[src/sv/lqa_pkg.sv]
// Package: shared types, constants and helpers for the lock-in quadrature accumulator.
package lqa_pkg;

  localparam int TABLE_DEPTH = 256;
  localparam int TBL_AW      = $clog2(TABLE_DEPTH);

  localparam int CFG_AW = 3;
  localparam int CFG_DW = 24;

  localparam logic [CFG_AW-1:0] CFG_ADC_ZERO   = 3'd0;
  localparam logic [CFG_AW-1:0] CFG_PTS_CYCLE  = 3'd1;
  localparam logic [CFG_AW-1:0] CFG_PT_REPEATS = 3'd2;
  localparam logic [CFG_AW-1:0] CFG_CYC_TARGET = 3'd3;
  localparam logic [CFG_AW-1:0] CFG_FREE_RUN   = 3'd4;

  localparam logic [11:0] ADC_ZERO_RST   = 12'd2048;
  localparam logic [8:0]  PTS_CYCLE_RST  = 9'd2;
  localparam logic [15:0] PT_REPEATS_RST = 16'd1;
  localparam logic [23:0] CYC_TARGET_RST = 24'd10;

  localparam logic [11:0] DAC_OFFSET = 12'd2048;
  localparam logic [23:0] CYC_MAX    = 24'hFF_FFFF;
  localparam logic [31:0] CNT_MAX    = 32'hFFFF_FFFF;

  typedef enum logic [1:0] {
    OP_SAMPLE = 2'd0,
    OP_LOAD   = 2'd1,
    OP_READ   = 2'd2,
    OP_NONE   = 2'd3
  } op_t;

  typedef struct packed {
    logic [11:0]        excite;
    logic signed [15:0] ref_i;
    logic signed [15:0] ref_q;
  } tbl_entry_t;

  // sample-side control handed from the front end to the multiply/accumulate path
  typedef struct packed {
    logic               active;
    logic               is_read;
    logic signed [12:0] val;
    logic [31:0]        cnt;
    logic               done;
  } issue_t;

  function automatic logic [12:0] dac_of(input logic [11:0] excite);
    logic [11:0] sum;
    sum = excite + DAC_OFFSET;
    return {1'b1, sum};
  endfunction

endpackage

[src/sv/lqa_ctrl.sv]
// Front end: configuration registers, table sequencing, cycle and sample counting.
module lqa_ctrl (
  input  logic                          clk,
  input  logic                          rst_n,
  input  logic                          cfg_we,
  input  logic [lqa_pkg::CFG_AW-1:0]    cfg_index,
  input  logic [lqa_pkg::CFG_DW-1:0]    cfg_data,
  input  logic                          take,
  input  lqa_pkg::op_t                  op,
  input  logic [11:0]                   adc_sample,
  output lqa_pkg::issue_t               issue,
  output logic [lqa_pkg::TBL_AW-1:0]    rd_idx
);
  import lqa_pkg::*;

  logic [11:0] adc_zero_r;
  logic [8:0]  pts_cycle_r;
  logic [15:0] pt_repeats_r;
  logic [23:0] cyc_target_r;
  logic        free_run_r;

  logic [15:0] rep_r, rep_nxt;
  logic [8:0]  pos_r, pos_nxt;
  logic [23:0] cyc_r, cyc_nxt;
  logic [31:0] st_r, st_nxt;

  logic        wrap;
  logic [15:0] reps;
  logic [15:0] rep0;
  logic [16:0] rep1;
  logic [8:0]  pos0;
  logic [23:0] cyc0;
  logic        act;

  always_ff @(posedge clk) begin
    if (!rst_n) begin
      adc_zero_r   <= ADC_ZERO_RST;
      pts_cycle_r  <= PTS_CYCLE_RST;
      pt_repeats_r <= PT_REPEATS_RST;
      cyc_target_r <= CYC_TARGET_RST;
      free_run_r   <= 1'b0;
    end else if (cfg_we) begin
      case (cfg_index)
        CFG_ADC_ZERO:   adc_zero_r   <= cfg_data[11:0];
        CFG_PTS_CYCLE:  pts_cycle_r  <= cfg_data[8:0];
        CFG_PT_REPEATS: pt_repeats_r <= cfg_data[15:0];
        CFG_CYC_TARGET: cyc_target_r <= cfg_data[23:0];
        CFG_FREE_RUN:   free_run_r   <= cfg_data[0];
        default: ;
      endcase
    end
  end

  always_comb begin
    reps = (pt_repeats_r == 16'd0) ? 16'd1 : pt_repeats_r;
    wrap = (pos_r >= pts_cycle_r);
    pos0 = wrap ? 9'd0 : pos_r;
    rep0 = wrap ? 16'd0 : rep_r;
    cyc0 = (wrap && (cyc_r != CYC_MAX)) ? cyc_r + 24'd1 : cyc_r;
    act  = (cyc0 < cyc_target_r) || free_run_r;
    rep1 = {1'b0, rep0} + 17'd1;

    rep_nxt = rep_r;
    pos_nxt = pos_r;
    cyc_nxt = cyc_r;
    st_nxt  = st_r;
    case (op)
      OP_SAMPLE: begin
        cyc_nxt = cyc0;
        if (act) begin
          st_nxt = (st_r != CNT_MAX) ? st_r + 32'd1 : st_r;
          if (rep1 >= {1'b0, reps}) begin
            rep_nxt = 16'd0;
            pos_nxt = pos0 + 9'd1;
          end else begin
            rep_nxt = rep1[15:0];
            pos_nxt = pos0;
          end
        end else begin
          rep_nxt = 16'd0;
          pos_nxt = 9'd0;
        end
      end
      OP_READ: begin
        st_nxt  = 32'd0;
        cyc_nxt = 24'd0;
      end
      default: ;
    endcase

    issue.active  = (op == OP_SAMPLE) && act;
    issue.is_read = (op == OP_READ);
    issue.val     = $signed({1'b0, adc_sample}) - $signed({1'b0, adc_zero_r});
    issue.cnt     = st_r;
    issue.done    = (cyc_r >= cyc_target_r);
    rd_idx        = pos0[TBL_AW-1:0];
  end

  always_ff @(posedge clk) begin
    if (!rst_n) begin
      rep_r <= 16'd0;
      pos_r <= 9'd0;
      cyc_r <= 24'd0;
      st_r  <= 32'd0;
    end else if (take) begin
      rep_r <= rep_nxt;
      pos_r <= pos_nxt;
      cyc_r <= cyc_nxt;
      st_r  <= st_nxt;
    end
  end

  a_read_clears: assert property (@(posedge clk) disable iff (!rst_n)
    take && (op == OP_READ) |=> (st_r == 32'd0) && (cyc_r == 24'd0))
    else $error("sample count or cycle count not cleared by read");

endmodule

[config.mk]
export PLATFORM = sky130hd
export DESIGN_NAME = lqa_ctrl
export DESIGN_NICKNAME = d
export VERILOG_FILES = /design/src/sv/lqa_pkg.sv /design/src/sv/lqa_ctrl.sv
export SDC_FILE = /design/constraint.sdc
export NUM_CORES = 1
export LEC_CHECK = 0
export BUFFER_PORTS_ARGS = -buffer_cell sky130_fd_sc_hd__buf_2
export CORE_ASPECT_RATIO = 0.5
export CORE_MARGIN = 2
export CORE_UTILIZATION = 27
export DETAILED_ROUTE_END_ITERATION = 8
export SKIP_CTS_REPAIR_TIMING = 1
export SYNTH_ARGS = -nofsm -noshare
export SYNTH_HDL_FRONTEND = slang
export SYNTH_SLANG_ARGS = --single-unit
[constraint.sdc]
create_clock -name clk -period 4.6 [get_ports clk]
set_input_delay 0.23 -clock clk [delete_from_list [all_inputs] [get_ports clk]]
set_output_delay 0.23 -clock clk [all_outputs]
set_load 0.01 [all_outputs]
# == Word level (Yosys, flattened, before mapping) ==
# Cells that the tools add are included.
# classes
add_sub_neg,5
n_mul,0
div_mod_pow,0
order_cmp,4
n_eq_ne,9
shift,0
n_mux,12
bitwise,0
reduce_logical,15
# ops
cell,n
2-to-1 mux 16 bit,4
2-to-1 mux 32 bit,2
case mux 32 bit (2 select lines),1
case mux 24 bit (2 select lines),1
"adder 32 x 1 -> 32 bit, second input constant",1
"!= test 32 bit, second input constant",1
2-to-1 mux 9 bit,3
"adder 24 x 1 -> 24 bit, second input constant",1
greater-or-equal comparator 24 bit,1
less-than comparator 24 bit,1
2-to-1 mux 24 bit,1
"!= test 24 bit, second input constant",1
"adder 16 x 1 -> 17 bit, second input constant",1
greater-or-equal comparator 17 x 16 -> 1 bit,1
zero test 16 bit,1
AND reduction 2 bit,7
subtractor 12 x 12 -> 13 bit,1
"adder 9 x 1 -> 9 bit, second input constant",1
greater-or-equal comparator 9 bit,1
"equality test 3 x 2 -> 1 bit, second input constant",2
"!= test 2 bit, second input constant",2
AND reduction 4 bit,1
"equality test 3 x 1 -> 1 bit, second input constant",1
"equality test 3 bit, second input constant",1
other kinds (6),7
# word_totals
register_bits,143
latch_bits,0
ram_bits,0
mem_bits_ro,0
input_bits,45
out_inout_bits,56
word_cells,54
mem_count,0

# == Depth between registers and ports, before layout ==
# Gate-level depths: netlist (run 1).
# logic_depth
word_depth,7
depth_mapped,22
ltp_nobuf,20

# == Worst setup path after synthesis (run 1) ==
# Ideal clock, no wire load.
# synth_path
kind,register to register
from,register pos_r[0]
to,register pos_r[5]
setup_ns,0.074
t_arrival_ns,4.618
required_time_ns,4.526
setup_slack_ns,-0.092
stages_incl_launch_ff,23
n_path_buf,2
synth_period_minus_slack_ns,4.692
cell_sequence,dfxtp_1 inv_1 ha_1 nand2b_1 a41oi_1 o211a_4 clkbuf_1 clkbuf_1 and2_1 ha_1 and4_1 nand2_1 xor2_1 nor2_1 ha_1 a21oi_1 o21ai_0 a2111oi_0 o21ai_0 a21oi_1 nor2_1 a311o_1 a31oi_1
# synth_via
elab_chain_len,6
word_cells_on_any_way,12
classes_between,add/sub (2); order compare (3); mux (5); reduce/logical (2)
# synth_lines
element,line,rtl
from (decl),lqa_ctrl.sv:23,"logic [8:0] pos_r, pos_nxt;"
from (signal assigned),lqa_ctrl.sv:107,pos_r <= pos_nxt;
greater-or-equal comparator 9 bit,lqa_ctrl.sv:56,wrap = (pos_r >= pts_cycle_r);
2-to-1 mux 16 bit or logical AND 1 bit (tied branches),"lqa_ctrl.sv:58, lqa_ctrl.sv:59",
adder 16 x 1 -> 17 bit or 2-to-1 mux 24 bit (tied branches),"lqa_ctrl.sv:61, lqa_ctrl.sv:59",
greater-or-equal comparator 17 x 16 -> 1 bit or less-than comparator 24 bit (tied branches),"lqa_ctrl.sv:72, lqa_ctrl.sv:60",
2-to-1 mux 9 bit or logical OR 1 bit (tied branches),"lqa_ctrl.sv:72, lqa_ctrl.sv:60",
2-to-1 mux 9 bit *,lqa_ctrl.sv:70,if (act) begin
# Mark *: on every way between the ends. The rest lies on a longest branch, timed or not.
# A chain may end at the register's enable or synchronous reset.

==> results list, run 1 <==
* Most common cell after layout, fill and taps aside: nand2_1
- Critical Path Sink Type: output port
- The first global-routing pass estimated 43.2 mm of wire.
- The share of total power dissipated in combinational logic is 0.129.
* Most frequent cells in the layout: 199 x nand2_1, 138 x dfxtp_1, 100 x buf_4, 99 x buf_2, 83 x ha_1
- At the end of routability-driven placement, the weighted congestion stood at 0.852.
- The run finished, with violations left.
- After detailed routing, the average wire length per cell comes to about 15 µm.
* FP Rows: 48
- Once detailed placement completed, the half-perimeter wirelength came to a little over 20 mm.
- Share of the yosys chip area belonging to registers: 0.304
* Fin. Hold Viols: 0
- The share of synthesized area in the top cell type comes to 0.304.
- For this design the ratio of total power to cell area is about 250 mW/mm².
- The total area inside the core boundary comes to between 0.03 and 0.04 mm².
- The checks that failed: setup timing.
- The root buffer cell chosen for the clock tree is clkbuf_16.
* Crit path kind: flip-flop to output port
- Summing every instance area after synthesis gives 0.00942 mm².
- Port-buffer cells: 100
- Required time of the worst setup path: 4370 ps
* Switching share of total power: 0.258
* Cell taking the most area after synthesis: dfxtp_1
- Cell internal power was estimated by the tool at 2.24 mW.
- Share of cells above drive strength 1: 0.263
- Detailed router's first-iteration violation count: 598
- For this run, the share of the core covered by cells in the final layout is 0.357.
- CTS Buf Count: 17
- Of the available clock period, the critical path in the final layout requires 1.06.
- In this run the worst path has a maximum fanout of 6.
- Slowest library cell on the worst path: or4_4
- Remaining antenna violation count: 0
- GRT overflow: 0
* Skew-Pair Late Insertion Delay: 430 ps
* Clock network fraction of total power: 0.453
* Total power of the final layout: 3.02 mW
- In this design, the stage delay of the slowest critical-path cell is approximately 540 ps.
- Maximum clock insertion buffer count: 2
- VDD sags by at most roughly 0.00023 V.
- STA classifies the critical path startpoint as a flip-flop.
- TritonCTS built the clock tree.
* Final setup viols: 54
- Final period demand of the worst path: roughly 4900 ps
- Summed over all nets, the switching power comes to 780 µW.
* DRC violation count after routing: 0
- Most area-consuming cells after synthesis: dfxtp_1 30%, ha_1 12%, nand2_1 8.1%
- Total number of vias: roughly 9,100
- Max-cap violations in this run came to 0.
- The share of total power dissipated in sequential elements is 0.418.
- Die outline width: 268 µm
- Final antenna diode count: 0
* Initial DRT Pass Iterations: 5
- Based on the critical path, the design can be clocked at up to 0.206 GHz.
* Cells after Synth: 1,178
- The net count of the finished layout is 1,499.
* Synth-to-Final Area Change: 30.6%
- The initial utilization of the core area, before any placement, comes to 0.274.
- In the global route stage, overall resource usage came out at 0.149.
- Counting flops with a built-in enable in the synthesized netlist gives 0.
* Post-synthesis cell type count: 77
* Largest net degree at the start of global routing: 78
- Measured along the y axis, the die boundary spans 136 µm.
* Net count of the mapped netlist: roughly 1,300
- After synthesis, the share of flip-flops with an asynchronous set or reset is 0.
- Cell family with most CP delay: simple AND/OR/NAND/NOR gates
* Transition time of the tightest slew-check pin: 947 ps
- Walking the worst path, the cells encountered are inv_2 -> ha_4 -> nand4_1 -> or3_4 -> o211a_4 -> nor4_4 -> nor3b_4 -> buf_6 -> buf_6 -> nand3_4 -> xnor2_2 -> ha_1 -> nand4_1 -> or4_4 -> nor3_4 -> o2111ai_2 -> a21oi_2 -> buf_4 -> nor3_4 -> buf_2.
- Synth Register Bits: 143
- During I/O placement, the number of pins put on the boundary was 101.
- Clock-pin slew was measured on the worst setup and hold paths at 60 ps.
* Count of buffer and inverter cells on the critical path: 5
* CTS sink count: between 100 and 150
- Vias in the first global route: about 8,100
* Initial antenna violation count: 0
* Commonest register cell after synthesis: dfxtp_1
* Hold/Removal Path Class: input pin to flip-flop
* Warning count from the yosys run: 0
* Vias per std cell: 4.90
- Die Area: 0.0365 mm²
* Total detailed-routing wirelength: 28.2 mm
- Static leakage: 4.96 nW
- The H-tree was split into 4 levels.
* Arrival time of the worst setup path: 4630 ps
* Setup repair after global routing missed its margin: true
- Count of final max-slew check failures: 0
- Slew margin rel.: 0.369
- Post-synthesis area per instance: roughly 8 µm²
- Across all setup checks in the final design, the least slack found is -262 ps.
- Layout Skew: between 10 and 15 ps
==> routing by layer <==
metal  track usage  routed length (µm)
met2         0.243               13200
met5             0                   0
met1         0.201               13300
met3        0.0297                1240
met4        0.0372                 465
==> worst min-delay path, stage by stage <==
cell      delay [ps]
buf_2             90
nand2_1           40
a21boi_0          60
==> power by group through the flow <==
stage          sequential [mW]  combinational, mW  clock, mW
2_1_floorplan             1.29              0.188          0
3_3_place_gp              1.29              0.328          0
3_5_place_dp              1.29              0.330          0
4_1_cts                   1.26              0.331       1.39
5_1_grt                   1.26              0.425       1.44
6_report                  1.26              0.390       1.37
==> logic make-up after synthesis <==
family	after synthesis	synth area share
and+or+nand+nor	474	0.252
AOI/OAI and AO/OA	290	0.221
muxes	2	0.00226
xor gates and xnor gates	47	0.0437
buffers and inverters	133	0.0581
adders and majority gates	89	0.119
DFF	143	0.304
==> flip-flops by register name, indices dropped and copies added (netlist names), 9 cells and up <==
| register | flops |
|---|---|
| pos_r | 9 |
| cyc_r | 24 |
| cyc_target_r | 24 |
| rep_r | 16 |
| adc_zero_r | 12 |
| pt_repeats_r | 16 |
| pts_cycle_r | 9 |
| st_r | 32 |
==> cell usage after synthesis, types with 15 or more instances <==
library cell / instances
clkbuf_1: 46
ha_1: 88
and2_1: 18
nor2_1: 58
inv_1: 73
nand3_1: 42
nand2_1: 202
o21ai_0: 57
nand4_1: 27
xor2_1: 25
a21boi_0: 66
a21oi_1: 43
dfxtp_1: 143
a22o_1: 15
xnor2_1: 22
nor2b_1: 17
o221a_2: 21
nor3_1: 18
==> area by class of cell <==
class	count	area [µm²]
Inverter	73	274
Timing Repair Buffer	228	1650
Fill cell	3567	22100
Tap cell	475	594
Sequential cell	143	2870
Clock inverter	10	116
Clock buffer	19	453
Multi-Input combinational cell	902	6340
==> path summary, 6_finish.rpt <==
kind / slack [ps] / cells past startpoint / end / startpoint
worst max register to register: -250 / 23 / st_r[6]$_SDFFE_PN0P_ / pts_cycle_r[8]$_SDFFE_PN0P_
worst max-delay path: -260 / 20 / issue[47] / pts_cycle_r[8]$_SDFFE_PN0P_
worst min-delay path: 50 / 3 / cyc_target_r[22]$_SDFFE_PN0P_ / cfg_data[22]
worst min register to register: 460 / 2 / adc_zero_r[4]$_SDFFE_PN0P_ / adc_zero_r[4]$_SDFFE_PN0P_
==> metrics by stage <==
step           cell area (µm²)  setup WS, ps  cells  hold slack (ps)  TNS (ps)
5_1_grt                  12300          -524   1850             54.5    -20180
6_report                 12300          -262   1850             52.0     -6570
3_3_place_gp             11000          -239   1788              452    -10020
2_1_floorplan             9420          1.51   1178              354         0
3_5_place_dp             11000          -338   1788              459    -15620
4_1_cts                  11600          -703   1817             38.8    -17790
(Power assumes the default switching activity.)
==> run 2: changes to the inputs <==
--- a/config.mk
+++ b/config.mk
@@ -8,8 +8,10 @@
 export BUFFER_PORTS_ARGS = -buffer_cell sky130_fd_sc_hd__buf_2
 export CORE_ASPECT_RATIO = 0.5
 export CORE_MARGIN = 2
-export CORE_UTILIZATION = 27
+export CORE_UTILIZATION = 31
+export CTS_BUF_LIST = sky130_fd_sc_hd__clkbuf_4 sky130_fd_sc_hd__clkbuf_8
 export DETAILED_ROUTE_END_ITERATION = 8
+export GPL_TIMING_DRIVEN = 0
 export SKIP_CTS_REPAIR_TIMING = 1
 export SYNTH_ARGS = -nofsm -noshare
 export SYNTH_HDL_FRONTEND = slang
==> results list, run 2 (synthesized netlist as in run 1, its figures left out) <==
* H-tree levels: 4 (unchanged)
- The minimum clock period after layout came to 5170 ps (+306 ps).
- Sequential share of power: 0.477 (+0.059)
- The overall routed net length came to 28.6 mm (+1.4%).
- Traced cell by cell, the critical path runs through ha_1 -> a21oi_1 -> or3_4 -> o211a_4 -> nor4_4 -> nor3b_4 -> nand4_1 -> xnor2_1 -> ha_1 -> nand4_1 -> or4_4 -> nor3_4 -> o2111ai_4 -> a21oi_4 -> nor3_2 -> buf_2.
- GRT Total Usage: 0.175 (+0.0260)
- CTS root buffer: clkbuf_8
* Crit path largest cell delay: 600 ps (+60 ps)
* Vias per std cell: 5.13 (+4.8%)
* Maximum clock insertion buffer count: 2 (unchanged)
* Most frequent cells in the layout: 201 x nand2_1, 135 x dfxtp_1, 103 x buf_2, 84 x ha_1, 71 x inv_1
* GRT overflow: 0 (unchanged)
- The number of detailed-route iterations in the first pass is 5 (unchanged).
* Vias in the first global route: 8,029 (-0.85%)
* Transition time of the tightest slew-check pin: 862 ps (-84.7 ps)
- Top-Level Pins: 101 (unchanged)
- Area of all placed cells without fillers: 0.0114 mm² (-7.4%)
- Die Area: 0.0319 mm² (-13%)
- Switching share of total power: 0.287 (+0.0286)
* Hold/Removal Path Class: input pin to flip-flop
* Total power per unit cell area: 232 mW/mm² (-5.3%)
* Final cell utilization of the core: 0.378 (+0.0206)
- The clock-pin slew on the worst setup and hold paths came to 80 ps (+20 ps).
- The library cell used most frequently in the layout, excluding fill and tap cells, is nand2_1.
* Slew margin rel.: 0.425 (+0.0564)
- Setup repair after global routing could not meet its margin everywhere.
* Fin. Hold Viols: 0 (unchanged)
- The number of endpoints failing setup at the final stage was 58 (+7.4%).
- On the critical path, the stage with the largest delay is an instance of or4_4.
- The number of maximum-capacitance violations came to 0 (unchanged).
- Cell family with most CP delay: simple AND/OR/NAND/NOR gates
- Port-buffer cells: 99 (-1.0%)
* FP Rows: 45 (-6.3%)
- DPL Wire Length: 21.4 mm (+5.8%)
- Count of final max-slew check failures: 0 (unchanged)
* Max FO, Critical Path: 7 (+1)
* DRC violation count after routing: 0 (unchanged)
- The final RePlAce weighted congestion is 0.846 (-0.67%).
- Fmax: 0.194 GHz (-5.9%)
- The clock share of power was 0.390 (-0.063).
- Die outline width: 250 µm (-6.6%)
- Crit path kind: flip-flop to output port
- The clock buffer count from CTS was 17 (unchanged).
* Failing checks: setup timing
* Run status: complete, but fails checks
* Fraction of power consumed by combinational cells: 0.133 (+0.004)
- Static leakage: 4.45 nW (-10%)
- The flop-to-flop setup slack came to -500 ps (-250 ps).
- The total net switching power is 759 µW (-2.6%).
* Placeable Area: 0.0301 mm² (-12%)
- Final Net Count: 1,460 (-2.6%)
- Flip-flop count of the largest register after layout: 32 (unchanged)
- The first-pass GRT wire length came to 44.1 mm (+2.1%).
- Total power of the final layout: 2.65 mW (-12%)
- The initial detailed-routing violation count was 576 (-3.7%).
- The minimum setup slack in the final design is -568 ps (-306 ps).
- Register ranked first by flip-flop count: st_r
- STA classifies the critical path endpoint as an output port.
* Post-route clock period utilization: 1.12 (+0.0665)
* Initial Utilization: 0.313 (+0.0390)
- Placed Instance Area: 0.0104 mm² (-5.3%)
* Worst vdd rail ir drop: 0.000166 V (-29%)
- Skew-Pair Late Insertion Delay: 480 ps (+50 ps)
- Critical path startpoint category: flip-flop
* Initial antenna violation count: 0 (unchanged)
- Internal: 1.89 mW (-16%)
* Total number of vias: 8,921 (-1.6%)
- Cells after DPL: 1,676 (-6.3%)
- The maximum number of pins on one net before global-route repair came to 17 (-78%).
* Remaining antenna violation count: 0 (unchanged)
* Layout Skew: 13.5 ps (+1.07 ps)
- The final standard cell count with taps included and fillers excluded came to 1,738 (-6.1%).
* CTS tree: built
* Arrival time of the worst setup path: 4940 ps (+310 ps)
- Final antenna diode count: 0 (unchanged)
- The routed length per instance came to 16.4 µm (+7.9%).
- The largest registers in the layout are st_r x32, cyc_r x24, cyc_target_r x24.
- Die Ht: 127 µm (-6.5%)
- Compared with the post-synthesis result, the final layout area differs by 20.9%.
- The buffer and inverter count on the worst path is 1 (-4).
- Share of cells above drive strength 1: 0.199 (-0.0639)
- CTS sink count: 143 (unchanged)
* Required time of the worst setup path: 4370 ps (about the same)
## run 2: final cells by class
type,count,area [µm²]
multi-input cells,902,6250
well taps,399,499
clock buffers,19,255
inverters,73,274
flip-flops and latches,143,2880
fillers,3117,18700
repair buffers,130,781
clock inverters,13,140
plain buffers,59,304
## run 2: routing by layer
| metal | vias to the layer above | GRT usage | share of wire |
|---|---|---|---|
| met5 | - | 0 | 0 |
| met4 | 0 | 0.0458 | 0.014 |
| met3 | 24 | 0.0342 | 0.044 |
| met2 | 163 | 0.283 | 0.46 |
| met1 | 4217 | 0.239 | 0.48 |
| li1 | 4517 | - | - |
## run 2: power by group through the flow
stage | Combinational [mW] | Sequential (mW) | Clock (mW)
6_report | 0.352 | 1.26 | 1.03
5_1_grt | 0.385 | 1.26 | 1.10
4_1_cts | 0.313 | 1.26 | 1.05
3_5_place_dp | 0.312 | 1.29 | 0
3_3_place_gp | 0.311 | 1.29 | 0
2_1_floorplan | 0.188 | 1.29 | 0
## run 2: worst reg2reg max path, cell delays in order, from the launching register on
cell,delay [ps]
dfxtp_1,380
ha_1,340
a21oi_1,70
or3_4,410
o211a_4,180
nor4_4,300
nor3b_4,390
nand4_1,190
xnor2_1,160
ha_1,300
nand4_1,180
or4_4,600
nor3_4,260
o2111ai_4,190
a21oi_4,260
a311o_1,160
buf_6,170
clkbuf_16,170
nor2_1,40
o221a_2,250
## run 2: worst paths after layout
kind                                   end  cells after the start                  startpoint
max                              issue[47]                     16       pos_r[3]$_SDFFE_PN0P_
min          cyc_target_r[18]$_SDFFE_PN0P_                      3                cfg_data[18]
max reg2reg          st_r[17]$_SDFFE_PN0P_                     19       pos_r[3]$_SDFFE_PN0P_
min reg2reg     adc_zero_r[7]$_SDFFE_PN0P_                      2  adc_zero_r[7]$_SDFFE_PN0P_
## run 2: stage by stage
| stage | setup TNS [ps] | hold slack, ps | setup WS, ps |
|---|---|---|---|
| after floorplan | 0 | 354 | 1.51 |
| after global placement | -56220 | 453 | -1390 |
| after detailed placement | -55570 | 460 | -1350 |
| after CTS | -58070 | -18.5 | -1400 |
| after global routing | -33910 | 0.683 | -755 |
| final | -22590 | 1.57 | -568 |
